File: config.mk
export PLATFORM = sky130hd
export DESIGN_NAME = timer_prescaler_setup_unit_flat
export DESIGN_NICKNAME = d
export VERILOG_FILES = /design/src/tps_pkg.sv /design/src/tps_in_if.sv /design/src/tps_out_if.sv /design/src/tps_cfg_if.sv /design/src/tps_crop.sv /design/src/tps_div_cell.sv /design/src/timer_prescaler_setup_unit.sv /design/src/flat_wrapper.sv
export SDC_FILE = /design/constraint.sdc
export NUM_CORES = 2
export LEC_CHECK = 0
export BUFFER_PORTS_ARGS = -buffer_cell sky130_fd_sc_hd__buf_2
export CELL_PAD_IN_SITES_DETAIL_PLACEMENT = 1
export CELL_PAD_IN_SITES_GLOBAL_PLACEMENT = 1
export CORE_UTILIZATION = 48
export DETAILED_ROUTE_END_ITERATION = 16
export PLACE_DENSITY = 0.84
export RECOVER_POWER = 25
export SETUP_SLACK_MARGIN = 0.02
export SYNTH_ARGS = -nofsm -noshare
export SYNTH_HDL_FRONTEND = slang
export SYNTH_SLANG_ARGS = --single-unit
File: constraint.sdc
create_clock -name i_clk -period 187.4 [get_ports i_clk]
set_clock_uncertainty 0.1 [all_clocks]
set_input_delay 56.22 -clock i_clk [delete_from_list [all_inputs] [get_ports i_clk]]
set_output_delay 56.22 -clock i_clk [all_outputs]
set_load 0.1 [all_outputs]
File: src/tps_pkg.sv
`timescale 1ns / 1ps
// ----------------------------------------------------------------------------
// tps_pkg
// Shared widths, constants and types of the timer prescaler setup unit.
// ----------------------------------------------------------------------------
package tps_pkg;

    // configuration and divider widths
    localparam int CLK_W      = 32;
    localparam int TICK_W     = 20;
    localparam int REF_W      = 16;
    localparam int CFG_IDX_W  = 2;
    localparam int CFG_DATA_W = 32;

    // base tick rate of 1 MHz
    localparam logic [TICK_W-1:0] TICK_HZ   = TICK_W'(1000000);
    localparam int                CROP_BITS = 15;

    // prescale limits with and without the primary prescaler
    localparam logic [CLK_W-1:0] MAX_PRESCALE    = CLK_W'(256 * 256 * 16);
    localparam logic [CLK_W-1:0] MAX_PRESCALE_NP = CLK_W'(256 * 16);
    localparam logic [CLK_W-1:0] PRESCALE_BYPASS = CLK_W'(256);

    // clock source codes
    localparam logic [1:0] CLK_OFF    = 2'd0;
    localparam logic [1:0] CLK_NORMAL = 2'd1;
    localparam logic [1:0] CLK_SLOWGO = 2'd2;

    // mode word flags
    localparam logic [15:0] MODE_RESTART = 16'h0008;
    localparam logic [15:0] MODE_IRQ_EN  = 16'h0010;

    // configuration register indexes
    localparam logic [CFG_IDX_W-1:0] REG_INPUT_CLOCK_HZ = CFG_IDX_W'(0);
    localparam logic [CFG_IDX_W-1:0] REG_HAS_PRIMARY    = CFG_IDX_W'(1);

    // item fields that ride alongside the divider
    typedef struct packed {
        logic [REF_W-1:0] ref_count;
        logic             restart;
        logic             tick_zero;
    } t_side;

endpackage

File: src/tps_in_if.sv
`timescale 1ns / 1ps
// ----------------------------------------------------------------------------
// tps_in_if
// Request channel: interval, precision mode and restart flag.
// ----------------------------------------------------------------------------
interface tps_in_if #(
    parameter int INTERVAL_BITS = 32
);
    logic                     valid;
    logic                     ready;
    logic                     func;
    logic [INTERVAL_BITS-1:0] interval_us;
    logic                     restart_on_match;

    modport source (output valid, func, interval_us, restart_on_match, input ready);
    modport sink   (input valid, func, interval_us, restart_on_match, output ready);
endinterface

File: src/tps_out_if.sv
`timescale 1ns / 1ps
// ----------------------------------------------------------------------------
// tps_out_if
// Result channel: timer settings for one request.
// ----------------------------------------------------------------------------
interface tps_out_if;
    logic        valid;
    logic        ready;
    logic        status;
    logic [1:0]  clock_select;
    logic [7:0]  primary_prescale;
    logic [7:0]  secondary_prescale;
    logic [15:0] mode_word;
    logic [15:0] reference_count;

    modport source (output valid, status, clock_select, primary_prescale,
                    secondary_prescale, mode_word, reference_count, input ready);
    modport sink   (input valid, status, clock_select, primary_prescale,
                    secondary_prescale, mode_word, reference_count, output ready);
endinterface

File: src/tps_cfg_if.sv
`timescale 1ns / 1ps
// ----------------------------------------------------------------------------
// tps_cfg_if
// Configuration write channel: register index and write data.
// ----------------------------------------------------------------------------
interface tps_cfg_if;
    logic        valid;
    logic        ready;
    logic [1:0]  index;
    logic [31:0] data;

    modport source (output valid, index, data, input ready);
    modport sink   (input valid, index, data, output ready);
endinterface

File: src/tps_crop.sv
`timescale 1ns / 1ps
// ----------------------------------------------------------------------------
// tps_crop
// Front end: finds the top set bit of the interval, crops it to 15 bits in
// cropped mode and lowers the tick rate by the same shift.
// ----------------------------------------------------------------------------
module tps_crop
    import tps_pkg::*;
#(
    parameter int INTERVAL_BITS = 32
) (
    input  logic                     i_clk,
    input  logic                     i_rst_n,
    input  logic                     i_adv,
    input  logic                     i_valid,
    input  logic                     i_func,
    input  logic [INTERVAL_BITS-1:0] i_interval,
    input  logic                     i_restart,
    output logic                     o_valid,
    output logic [TICK_W-1:0]        o_divisor,
    output t_side                    o_side
);
    localparam int BW = $clog2(INTERVAL_BITS + 1);

    logic                     r1_valid;
    logic                     r1_exact;
    logic                     r1_restart;
    logic [INTERVAL_BITS-1:0] r1_usec;
    logic [BW-1:0]            r1_top;
    logic [BW-1:0]            n1_top;

    logic                     r2_valid;
    logic [TICK_W-1:0]        r2_divisor;
    t_side                    r2_side;
    logic [BW-1:0]            n2_shift;
    logic [INTERVAL_BITS-1:0] n2_usec;
    t_side                    n2_side;

    // position of the highest set bit, counted from one
    always_comb begin
        n1_top = '0;
        for (int i = 0; i < INTERVAL_BITS; i++) begin
            if (i_interval[i]) begin
                n1_top = BW'(i + 1);
            end
        end
    end

    // stage one: capture request and top bit
    always_ff @(posedge i_clk) begin
        if (!i_rst_n) begin
            r1_valid <= 1'b0;
        end else if (i_adv) begin
            r1_valid <= i_valid;
        end
        if (i_adv) begin
            r1_exact   <= i_func;
            r1_restart <= i_restart;
            r1_usec    <= i_interval;
            r1_top     <= n1_top;
        end
    end

    // cropping shift and reduced tick rate
    always_comb begin
        if (!r1_exact && (r1_top > BW'(CROP_BITS))) begin
            n2_shift = r1_top - BW'(CROP_BITS);
        end else begin
            n2_shift = '0;
        end
        n2_usec = r1_usec >> n2_shift;
        if (r1_exact) begin
            n2_side.ref_count = r1_usec[REF_W-1:0];
        end else begin
            n2_side.ref_count = n2_usec[REF_W-1:0];
        end
        n2_side.restart   = r1_restart;
        n2_side.tick_zero = (n2_shift >= BW'(TICK_W));
    end

    // stage two: divisor and side fields
    always_ff @(posedge i_clk) begin
        if (!i_rst_n) begin
            r2_valid <= 1'b0;
        end else if (i_adv) begin
            r2_valid <= r1_valid;
        end
        if (i_adv) begin
            r2_divisor <= TICK_HZ >> n2_shift;
            r2_side    <= n2_side;
        end
    end

    assign o_valid   = r2_valid;
    assign o_divisor = r2_divisor;
    assign o_side    = r2_side;

endmodule

File: src/tps_div_cell.sv
`timescale 1ns / 1ps
// ----------------------------------------------------------------------------
// tps_div_cell
// One restoring divider cell: settles one quotient bit and hands the
// partial remainder, the rest of the dividend and the item on.
// ----------------------------------------------------------------------------
module tps_div_cell
    import tps_pkg::*;
(
    input  logic              i_clk,
    input  logic              i_rst_n,
    input  logic              i_adv,
    input  logic              i_valid,
    input  logic [TICK_W-1:0] i_rem,
    input  logic [CLK_W-1:0]  i_num,
    input  logic [CLK_W-1:0]  i_quo,
    input  logic [TICK_W-1:0] i_div,
    input  t_side             i_side,
    output logic              o_valid,
    output logic [TICK_W-1:0] o_rem,
    output logic [CLK_W-1:0]  o_num,
    output logic [CLK_W-1:0]  o_quo,
    output logic [TICK_W-1:0] o_div,
    output t_side             o_side
);
    logic              r_valid;
    logic [TICK_W-1:0] r_rem;
    logic [CLK_W-1:0]  r_num;
    logic [CLK_W-1:0]  r_quo;
    logic [TICK_W-1:0] r_div;
    t_side             r_side;

    logic [TICK_W:0]   n_partial;
    logic [TICK_W:0]   n_diff;
    logic              n_ge;
    logic [TICK_W-1:0] n_rem;

    // bring down the next dividend bit and trial subtract
    always_comb begin
        n_partial = {i_rem, i_num[CLK_W-1]};
        n_diff    = n_partial - {1'b0, i_div};
        n_ge      = (n_partial >= {1'b0, i_div});
        n_rem     = n_ge ? n_diff[TICK_W-1:0] : n_partial[TICK_W-1:0];
    end

    always_ff @(posedge i_clk) begin
        if (!i_rst_n) begin
            r_valid <= 1'b0;
        end else if (i_adv) begin
            r_valid <= i_valid;
        end
        if (i_adv) begin
            r_rem  <= n_rem;
            r_num  <= {i_num[CLK_W-2:0], 1'b0};
            r_quo  <= {i_quo[CLK_W-2:0], n_ge};
            r_div  <= i_div;
            r_side <= i_side;
        end
    end

    assign o_valid = r_valid;
    assign o_rem   = r_rem;
    assign o_num   = r_num;
    assign o_quo   = r_quo;
    assign o_div   = r_div;
    assign o_side  = r_side;

endmodule

File: src/timer_prescaler_setup_unit.sv
`timescale 1ns / 1ps
// ----------------------------------------------------------------------------
// timer_prescaler_setup_unit
// Turns a requested interval into prescaler, clock source, mode word and
// reference settings for a 16-bit timer.
// ----------------------------------------------------------------------------
//  channel  | direction | carries
//  i_in     | in        | func, interval_us, restart_on_match
//  o_out    | out       | status, clock_select, prescalers, mode_word, ref
//  i_cfg    | in        | register index, write data (always ready)
//
//  One item per cycle while the chain is not held; two cropping stages, a chain of
//  32 divider cells (one quotient bit each) and the output register.
//  Reset clears all valid bits and loads the register reset values.
//  When the output register is full and not taken, the whole chain holds
//  and i_in.ready drops in the same cycle.
// ----------------------------------------------------------------------------
module timer_prescaler_setup_unit
    import tps_pkg::*;
#(
    parameter int INTERVAL_BITS = 32
) (
    input  logic      i_clk,
    input  logic      i_rst_n,
    tps_in_if.sink    i_in,
    tps_out_if.source o_out,
    tps_cfg_if.sink   i_cfg
);
    logic [CLK_W-1:0] r_clock_hz;
    logic             r_has_primary;

    logic             w_adv;

    logic              c_valid [0:CLK_W];
    logic [TICK_W-1:0] c_rem   [0:CLK_W];
    logic [CLK_W-1:0]  c_num   [0:CLK_W];
    logic [CLK_W-1:0]  c_quo   [0:CLK_W];
    logic [TICK_W-1:0] c_div   [0:CLK_W];
    t_side             c_side  [0:CLK_W];

    logic [CLK_W-1:0] n_maxp;
    logic [CLK_W-1:0] n_presc;
    logic             n_err;
    logic             n_slow;
    logic [1:0]       n_clk;
    logic [7:0]       n_pri;
    logic [7:0]       n_sec;

    logic             r_out_valid;
    logic             r_status;
    logic [1:0]       r_clock_select;
    logic [7:0]       r_primary;
    logic [7:0]       r_secondary;
    logic [15:0]      r_mode_word;
    logic [15:0]      r_reference;

    // configuration registers
    assign i_cfg.ready = 1'b1;

    always_ff @(posedge i_clk) begin
        if (!i_rst_n) begin
            r_clock_hz    <= '0;
            r_has_primary <= 1'b1;
        end else if (i_cfg.valid) begin
            if (i_cfg.index == REG_INPUT_CLOCK_HZ) begin
                r_clock_hz <= i_cfg.data[CLK_W-1:0];
            end else if (i_cfg.index == REG_HAS_PRIMARY) begin
                r_has_primary <= i_cfg.data[0];
            end
        end
    end

    // the chain moves whenever the output register can take an item
    assign w_adv      = !r_out_valid || o_out.ready;
    assign i_in.ready = w_adv;

    // crop interval and derive the tick divisor
    tps_crop #(
        .INTERVAL_BITS(INTERVAL_BITS)
    ) u_crop (
        .i_clk      (i_clk),
        .i_rst_n    (i_rst_n),
        .i_adv      (w_adv),
        .i_valid    (i_in.valid),
        .i_func     (i_in.func),
        .i_interval (i_in.interval_us),
        .i_restart  (i_in.restart_on_match),
        .o_valid    (c_valid[0]),
        .o_divisor  (c_div[0]),
        .o_side     (c_side[0])
    );

    // dividend enters at the head of the divider chain
    assign c_rem[0] = '0;
    assign c_num[0] = r_clock_hz;
    assign c_quo[0] = '0;

    // divider chain, one cell per quotient bit
    for (genvar k = 0; k < CLK_W; k++) begin : g_cell
        tps_div_cell u_cell (
            .i_clk   (i_clk),
            .i_rst_n (i_rst_n),
            .i_adv   (w_adv),
            .i_valid (c_valid[k]),
            .i_rem   (c_rem[k]),
            .i_num   (c_num[k]),
            .i_quo   (c_quo[k]),
            .i_div   (c_div[k]),
            .i_side  (c_side[k]),
            .o_valid (c_valid[k+1]),
            .o_rem   (c_rem[k+1]),
            .o_num   (c_num[k+1]),
            .o_quo   (c_quo[k+1]),
            .o_div   (c_div[k+1]),
            .o_side  (c_side[k+1])
        );
    end

    // split the prescale into slow-go, primary and secondary stages
    always_comb begin
        n_maxp = r_has_primary ? MAX_PRESCALE : MAX_PRESCALE_NP;
        n_err  = c_side[CLK_W].tick_zero || (c_quo[CLK_W] > n_maxp);
        n_slow = c_quo[CLK_W] > (n_maxp >> 4);
        n_presc = n_slow ? (c_quo[CLK_W] >> 4) : c_quo[CLK_W];
        n_clk   = n_slow ? CLK_SLOWGO : CLK_NORMAL;
        if (n_presc <= PRESCALE_BYPASS) begin
            n_pri = 8'd0;
            n_sec = n_presc[7:0] - 8'd1;
        end else begin
            n_pri = 8'd255;
            n_sec = n_presc[15:8] - 8'd1;
        end
    end

    // output register
    always_ff @(posedge i_clk) begin
        if (!i_rst_n) begin
            r_out_valid <= 1'b0;
        end else if (w_adv) begin
            r_out_valid <= c_valid[CLK_W];
        end
        if (w_adv) begin
            if (n_err) begin
                r_status       <= 1'b1;
                r_clock_select <= CLK_OFF;
                r_primary      <= 8'd0;
                r_secondary    <= 8'd0;
                r_mode_word    <= 16'd0;
                r_reference    <= 16'd0;
            end else begin
                r_status       <= 1'b0;
                r_clock_select <= n_clk;
                r_primary      <= n_pri;
                r_secondary    <= n_sec;
                r_mode_word    <= {n_sec, 8'd0} | MODE_IRQ_EN
                                | (c_side[CLK_W].restart ? MODE_RESTART : 16'd0)
                                | {13'd0, n_clk, 1'b0};
                r_reference    <= c_side[CLK_W].ref_count;
            end
        end
    end

    assign o_out.valid              = r_out_valid;
    assign o_out.status             = r_status;
    assign o_out.clock_select       = r_clock_select;
    assign o_out.primary_prescale   = r_primary;
    assign o_out.secondary_prescale = r_secondary;
    assign o_out.mode_word          = r_mode_word;
    assign o_out.reference_count    = r_reference;

endmodule

File: src/flat_wrapper.sv
// flat-port wrapper written by rule: the top's interface ports become plain ports
module timer_prescaler_setup_unit_flat import tps_pkg::*;
#(
    parameter int INTERVAL_BITS = 32
)
  (i_clk, i_rst_n, i_in_valid, i_in_func, i_in_interval_us, i_in_restart_on_match, i_in_ready, o_out_valid, o_out_status, o_out_clock_select, o_out_primary_prescale, o_out_secondary_prescale, o_out_mode_word, o_out_reference_count, o_out_ready, i_cfg_valid, i_cfg_index, i_cfg_data, i_cfg_ready);
  tps_in_if #(.INTERVAL_BITS(INTERVAL_BITS)) i_in_i ();
  tps_out_if o_out_i ();
  tps_cfg_if i_cfg_i ();
  input  logic i_clk;
  input  logic i_rst_n;
  input wire logic [$bits(i_in_i.valid)-1:0] i_in_valid;
  input wire logic [$bits(i_in_i.func)-1:0] i_in_func;
  input wire logic [$bits(i_in_i.interval_us)-1:0] i_in_interval_us;
  input wire logic [$bits(i_in_i.restart_on_match)-1:0] i_in_restart_on_match;
  output wire logic [$bits(i_in_i.ready)-1:0] i_in_ready;
  output wire logic [$bits(o_out_i.valid)-1:0] o_out_valid;
  output wire logic [$bits(o_out_i.status)-1:0] o_out_status;
  output wire logic [$bits(o_out_i.clock_select)-1:0] o_out_clock_select;
  output wire logic [$bits(o_out_i.primary_prescale)-1:0] o_out_primary_prescale;
  output wire logic [$bits(o_out_i.secondary_prescale)-1:0] o_out_secondary_prescale;
  output wire logic [$bits(o_out_i.mode_word)-1:0] o_out_mode_word;
  output wire logic [$bits(o_out_i.reference_count)-1:0] o_out_reference_count;
  input wire logic [$bits(o_out_i.ready)-1:0] o_out_ready;
  input wire logic [$bits(i_cfg_i.valid)-1:0] i_cfg_valid;
  input wire logic [$bits(i_cfg_i.index)-1:0] i_cfg_index;
  input wire logic [$bits(i_cfg_i.data)-1:0] i_cfg_data;
  output wire logic [$bits(i_cfg_i.ready)-1:0] i_cfg_ready;
  assign i_in_i.valid = i_in_valid;
  assign i_in_i.func = i_in_func;
  assign i_in_i.interval_us = i_in_interval_us;
  assign i_in_i.restart_on_match = i_in_restart_on_match;
  assign i_in_ready = i_in_i.ready;
  assign o_out_valid = o_out_i.valid;
  assign o_out_status = o_out_i.status;
  assign o_out_clock_select = o_out_i.clock_select;
  assign o_out_primary_prescale = o_out_i.primary_prescale;
  assign o_out_secondary_prescale = o_out_i.secondary_prescale;
  assign o_out_mode_word = o_out_i.mode_word;
  assign o_out_reference_count = o_out_i.reference_count;
  assign o_out_i.ready = o_out_ready;
  assign i_cfg_i.valid = i_cfg_valid;
  assign i_cfg_i.index = i_cfg_index;
  assign i_cfg_i.data = i_cfg_data;
  assign i_cfg_ready = i_cfg_i.ready;
  timer_prescaler_setup_unit #(.INTERVAL_BITS(INTERVAL_BITS)) u_core (.i_clk(i_clk), .i_rst_n(i_rst_n), .i_in(i_in_i), .o_out(o_out_i), .i_cfg(i_cfg_i));
endmodule
# [After elaboration in Yosys (flattened, before gate mapping)]
# Cells that the tools add are included.
[word_totals] ff_bits=3037 latch_bits=0 ramBits=0 rom_bits=0 input_bits=73 output_inout_bits=54 elab_cells=429 memories=0
[classes] add_sub_neg=34 multipliers=0 n_div=0 magnitude_cmp=37 n_eq_ne=1 shift=2 n_mux=71 bitwise=3 reduce_logical=8
[op_table] operator="$ge A21 B20 Y1" n=31
[op_table] operator="$mux W20" n=30
[op_table] operator="$sub A20 B20 Y20" n=30
[op_table] operator="$mux W6" n=31
[op_table] operator="$gt A32 B28 Y1" n=1
[op_table] operator="$gt A32 B32 Y1" n=1
[op_table] operator="$le A32 B9 Y1 const B" n=1
[op_table] operator="$mux W32" n=1
[op_table] operator="$shr A32 B6 Y16" n=1
[op_table] operator="$mux W21" n=1
[op_table] operator="$ge A1 B20 Y1" n=1
[op_table] operator="$shr A20 B6 Y20 const A" n=1
[op_table] operator="$sub A1 B20 Y20" n=1
[op_table] operator="$mux W16" n=1
[op_table] operator="$mux W8" n=2
[op_table] operator="$or A16 B16 Y16" n=1
[op_table] operator="$or A16 B3 Y16" n=1
[op_table] operator="$sub A8 B1 Y8 const B" n=2
[op_table] operator="$ge A6 B5 Y1 const B" n=1
[op_table] operator="$gt A6 B4 Y1 const B" n=1
[op_table] operator="$sub A6 B4 Y6 const B" n=1
[op_table] operator="$mux W4" n=1
[op_table] operator="$mux W1" n=3
[op_table] operator="$reduce_and A3 Y1" n=1
[op_table] operator="8 further kinds" n=10

# [Longest topological paths before layout]
[logic_depth] ltp_word=31 mapped_depth=14 depth_no_buf=14

# [Modules after synthesis]
# From an unflattened synthesis, not the netlist that was laid out.
[hier_totals] hier_cells=11574 area_unflattened_um2=172639.3
[by_module_without_submodules] mod="tps_div_cell (u_core.g_cell[11].u_cell ...)" instances=24 cells_each=334 area_per_inst_um2=5168.7 seq_area_each_um2=3653.5
[by_module_without_submodules] mod="tps_div_cell (u_core.g_cell[0].u_cell ...)" instances=8 cells_each=330 area_per_inst_um2=4998.5 seq_area_each_um2=3653.5
[by_module_without_submodules] mod="tps_crop" instances=1 cells_each=568 area_per_inst_um2=5251.3 seq_area_each_um2=2382.3
[by_module_without_submodules] mod="timer_prescaler_setup_unit" instances=1 cells_each=350 area_per_inst_um2=3350.7 seq_area_each_um2=1581.5

# [Worst setup path before layout]
# OpenSTA, ideal clock, no wires.
[synth_timing] path_kind="input -> output" from="in o_out_ready" to="out i_in_ready" t_arrival_ps=136442 required_ps=131080 setup_slack_ps=-5362 cell_stages=4 n_path_buf=2 path_cell_list="nor2b_1 -> clkbuf_1 -> clkinv_1 -> buf_1"
[synth_via] elab_chain_cells=1
[synth_lines] item="from (decl)" line="flat_wrapper.sv:24" source="input wire logic [$bits(o_out_i.ready)-1:0] o_out_ready;"
[synth_lines] item="$logic_or A1 B1 Y1" line="timer_prescaler_setup_unit.sv:74" source="assign w_adv = !r_out_valid || o_out.ready;"
[synth_lines] item="to (decl)" line="flat_wrapper.sv:16" source="output wire logic [$bits(i_in_i.ready)-1:0] i_in_ready;"
# Every way passes these cells.

# [Worst setup path after layout]
# Same ends and word-level chain as after synthesis.

==> flow_summary.toml <==
[status]
outcome = "completed"

[timing]
post-route-min-period_ns = 114.10
slew_viol_final = 0
finalWorstSetupSlack_ns = 73.30
hold-worst-slack_ns = 0.295
clock.fmax_mhz = 8.76
post-route-period-util = 0.609
timing_worst_slew_pin_value_ns = 1.30
fin_setup_tns_ns = 0
rsz_0062_raised_after_global_routing = "no"
final_setup_violation_count = 0
final_hold_viol_count = 0
max_slew_margin = 0.127

[synth]
syn_area_um2 = 131000
yosys_register_bits = 3016
count_of_warnings_emitted_by_yosys = 0
syn_area_per_cell_um2 = 14.0
ys_dominant_reg_cell = "sky130_fd_sc_hd__edfxtp_1"
synth_seq_area_share = 0.684
synthDistinctLibCells = 92
synthesis.instances = 9351
postSynth.asyncResetShare = 0
synth_edf_count = 2948

[critical_path]
r2r_setup_slack_ns = 180.59
cpMostUsedCell = "sky130_fd_sc_hd__buf_2"
startpoint_type = "primary input"
crit_family = "buffers and inverters"
timing.critical_path.arrival_ns = 57.78
crit_buf_inv = 4
timing.critical_path.slowest_cell_delay_ns = 0.59
critPathSlowestCell = "sky130_fd_sc_hd__inv_8"
path_max_fanout = 126
cells_along_the_critical_path = "buf_2, nor2b_2, buf_4, inv_8, buf_2"
end_kind = "primary output"
worst-endpoint-required_ns = 131.08
kind_of_critical_path = "primary input to primary output"

[placement]
placement.setup.worst_slack_ns = 73.26
placement.io_buffers = 121
placed_cell_area_um2 = 136000
dp.final_hpwl_um = 195000
gp_congestion = 0.944

[final_layout]
post-route-cell-area_um2 = 147000
layout-drive-gt1-share = 0.100
areaGrowthSynthToFinish_pct = 11.8
nets = 10400
final_util = 0.541

[routing]
drt_wl_total_um = 277000
first_pass_iters = 5
wl_per_cell_um = 20.5
drc = 0
drtAntennaViolNets = 0
vias = 75200
detail_route.vias_per_cell = 5.56
drt_iter0_markers = 4676

[floorplanning]
die-area_um2 = 276000
chip_height_um = 525
die_span_x_um = 525
rows = 191
coreArea_um2 = 271000
ioPinCount = 127
floorplan.initialDensity = 0.484

[cts]
post-cts-setup-buffers = 0
post_cts_resize_count = 0
htree_levels = 5
cts_tree = "built"
numCtsBuffers = 326
clk_root_buffer_cell = "sky130_fd_sc_hd__clkbuf_16"
clock_sink_count = 3016
insertion_delay_ns = 0.88
clockBufferDepth = 4
cts_hold_buf = 0
clkTransAtPathRegs_ns = 0.06

[power]
total_switching_power_mw = 0.844
seq_power_share = 0.407
clock_group_share_of_total_power = 0.247
power.internal_mw = 1.70
vdd_ir_drop_max_mv = 0.0104
part_of_the_power_in_combinational_logic = 0.346
cellLeakagePower_nw = 58.4
power.share.switching = 0.332
power-per-cell-area_nw_per_um2 = 17.3

[global_route]
groute.usage.overall = 0.197
grt_start_max_net_pins = 206
gr-total-overflow = 0
grt_first_pass_wirelength_um = 436000
grt_antenna_before_repair = 2
number_of_global_route_vias_before_repair = 80800

[worst_hold_path]
worst_hold_path_type = "flip-flop to flip-flop"

[run]
cap_viol_max_count = 0
-- worst register-to-register path: stages, from the launching register on --
cell and delay [ns]:
sky130_fd_sc_hd__dfxtp_1 0.30, sky130_fd_sc_hd__nor2b_2 0.14, sky130_fd_sc_hd__buf_4 0.25, sky130_fd_sc_hd__inv_8 0.60
sky130_fd_sc_hd__buf_12 0.78, sky130_fd_sc_hd__buf_4 0.84, sky130_fd_sc_hd__buf_12 0.80, sky130_fd_sc_hd__buf_12 0.72
sky130_fd_sc_hd__buf_4 0.86, sky130_fd_sc_hd__buf_4 0.96
-- area by class of cell --
type	count	area, µm²
diodes	3	7.51
inverters	828	3120
fillers	26300	125000
clock inverters	191	1970
multi-input cells	5337	37700
clock buffers	391	8500
flip-flops and latches	3016	89900
repair buffers	182	1160
well taps	3570	4470
-- registers in the layout (all words and copies together), names as in the netlist, 4 cells and up --
name                             cells
u_core.o_out.mode_word               4
u_core.o_out.reference_count        16
u_core.o_out.secondary_prescale      7
u_core.u_crop.r1_usec               32
u_core.g_cell.u_cell.o_rem         620
u_core.g_cell.u_cell.o_valid        32
u_core.g_cell.u_cell.o_quo         528
u_core.g_cell.u_cell.o_side        576
u_core.r_clock_hz                   32
u_core.u_crop.o_divisor             20
u_core.g_cell.u_cell.o_div         620
u_core.u_crop.o_side                18
u_core.u_crop.r1_top                 6
u_core.g_cell.u_cell.o_num         496
-- cells in the mapped netlist, types with 11 or more instances --
library cell               instances  area [µm²]
sky130_fd_sc_hd__and2_1           58         363
sky130_fd_sc_hd__fa_1             30         601
sky130_fd_sc_hd__nand3b_1         11        82.6
sky130_fd_sc_hd__clkbuf_1        115         432
sky130_fd_sc_hd__nor4_1           45         282
sky130_fd_sc_hd__o211a_1          12         120
sky130_fd_sc_hd__a211o_1          19         166
sky130_fd_sc_hd__a21o_1          143        1070
sky130_fd_sc_hd__nand2_1         594        2230
sky130_fd_sc_hd__or3_1            64         400
sky130_fd_sc_hd__edfxtp_1       2948       88500
sky130_fd_sc_hd__nand2b_1        109         682
sky130_fd_sc_hd__nand4_1         120         751
sky130_fd_sc_hd__mux2i_1         114        1140
sky130_fd_sc_hd__or2_2            30         188
sky130_fd_sc_hd__o21a_1          131         983
sky130_fd_sc_hd__o211ai_1         48         360
sky130_fd_sc_hd__buf_1            11        41.3
sky130_fd_sc_hd__nand3_1         102         510
sky130_fd_sc_hd__o22ai_1          17         106
sky130_fd_sc_hd__a221oi_1         15         131
sky130_fd_sc_hd__o21bai_1         40         300
sky130_fd_sc_hd__a21boi_0         90         676
sky130_fd_sc_hd__xnor2_1         257        2250
sky130_fd_sc_hd__a31oi_1          44         275
sky130_fd_sc_hd__a311oi_1         21         184
sky130_fd_sc_hd__nor2b_1          95         594
sky130_fd_sc_hd__buf_2            24         120
sky130_fd_sc_hd__mux2_2          264        2970
sky130_fd_sc_hd__inv_1           824        3090
sky130_fd_sc_hd__xor2_1          154        1350
sky130_fd_sc_hd__a21oi_1         531        2660
sky130_fd_sc_hd__buf_4            23         173
sky130_fd_sc_hd__a211oi_1         57         428
sky130_fd_sc_hd__dfxtp_1          68        1360
sky130_fd_sc_hd__o41ai_1          19         166
sky130_fd_sc_hd__ha_1            633        7920
sky130_fd_sc_hd__nor2_1          614        2300
sky130_fd_sc_hd__o31a_1           45         394
sky130_fd_sc_hd__o21ai_0         375        1880
sky130_fd_sc_hd__nor3_1          168         841
sky130_fd_sc_hd__and3_1           29         181
sky130_fd_sc_hd__o31ai_1          76         571
-- cells by family after synthesis --
kind of cell,share of synthesized area
flip-flops,0.684
AND/OR/NAND/NOR,0.0754
AO/OA/AOI/OAI,0.0873
buffers and inverters,0.0295
adder cells (fa/ha/maj),0.0649
XOR/XNOR,0.0274
multiplexers,0.0313
other,0.0000572
-- cell usage in the layout (no fill, tap or decap), types with 43 or more instances in the layout --
master,n
sky130_fd_sc_hd__nand2_1,593
sky130_fd_sc_hd__edfxtp_1,2948
sky130_fd_sc_hd__xor2_1,154
sky130_fd_sc_hd__dfxtp_1,68
sky130_fd_sc_hd__nand2b_1,109
sky130_fd_sc_hd__buf_2,121
sky130_fd_sc_hd__nand4_1,120
sky130_fd_sc_hd__and2_1,58
sky130_fd_sc_hd__mux2_2,264
sky130_fd_sc_hd__clkinv_2,64
sky130_fd_sc_hd__o21a_1,131
sky130_fd_sc_hd__a21boi_0,90
sky130_fd_sc_hd__clkbuf_1,60
sky130_fd_sc_hd__buf_4,53
sky130_fd_sc_hd__xnor2_1,257
sky130_fd_sc_hd__o31ai_1,76
sky130_fd_sc_hd__a31oi_1,43
sky130_fd_sc_hd__clkinv_1,60
sky130_fd_sc_hd__nor4_1,44
sky130_fd_sc_hd__nor3_1,167
sky130_fd_sc_hd__or3_1,64
sky130_fd_sc_hd__a21o_1,143
sky130_fd_sc_hd__inv_1,824
sky130_fd_sc_hd__clkbuf_16,330
sky130_fd_sc_hd__ha_1,633
sky130_fd_sc_hd__a211oi_1,57
sky130_fd_sc_hd__o211ai_1,48
sky130_fd_sc_hd__nor2b_1,93
sky130_fd_sc_hd__o31a_1,45
sky130_fd_sc_hd__nand3_1,102
sky130_fd_sc_hd__a21oi_1,525
sky130_fd_sc_hd__mux2i_1,114
sky130_fd_sc_hd__o21ai_0,372
sky130_fd_sc_hd__nor2_1,613
-- routing by layer --
| metal | vias to the layer above | global-route usage | part of all wire |
|---|---|---|---|
| met5 | - | 0 | 0 |
| met4 | 0 | 0.0878 | 0.045 |
| met3 | 667 | 0.0244 | 0.038 |
| met2 | 1614 | 0.357 | 0.51 |
| met1 | 37400 | 0.235 | 0.40 |
| li1 | 35500 | - | - |
-- power groups by stage --
stage | clock [mW] | combinational [mW] | sequential (mW)
detailed placement | 0 | 0.857 | 1.05
floorplan | 0 | 0.648 | 1.01
finish | 0.630 | 0.879 | 1.04
global route | 0.667 | 0.961 | 1.05
CTS | 0.646 | 0.873 | 1.04
global placement | 0 | 0.803 | 1.04
-- per-stage QoR --
stage | cells | power (mW)
2_1_floorplan | 9354 | 1.66
3_3_place_gp | 12900 | 1.84
3_5_place_dp | 12900 | 1.91
4_1_cts | 13500 | 2.56
5_1_grt | 13500 | 2.68
6_report | 13500 | 2.55
-- path summary, 6_finish.rpt --
| kind | from | to | depth (start not counted) |
|---|---|---|---|
| setup reg to reg | u_core.o_out.valid | u_core.g_cell[30].u_cell.o_quo[24] | 9 |
| hold reg to reg | u_core.g_cell[1].u_cell.o_num[8] | u_core.g_cell[2].u_cell.o_num[9] | 0 |
| setup / recovery | o_out_ready | i_in_ready | 5 |
| hold / removal | u_core.g_cell[1].u_cell.o_num[8] | u_core.g_cell[2].u_cell.o_num[9] | 0 |
Note: power is estimated with default switching activity, not from simulation.
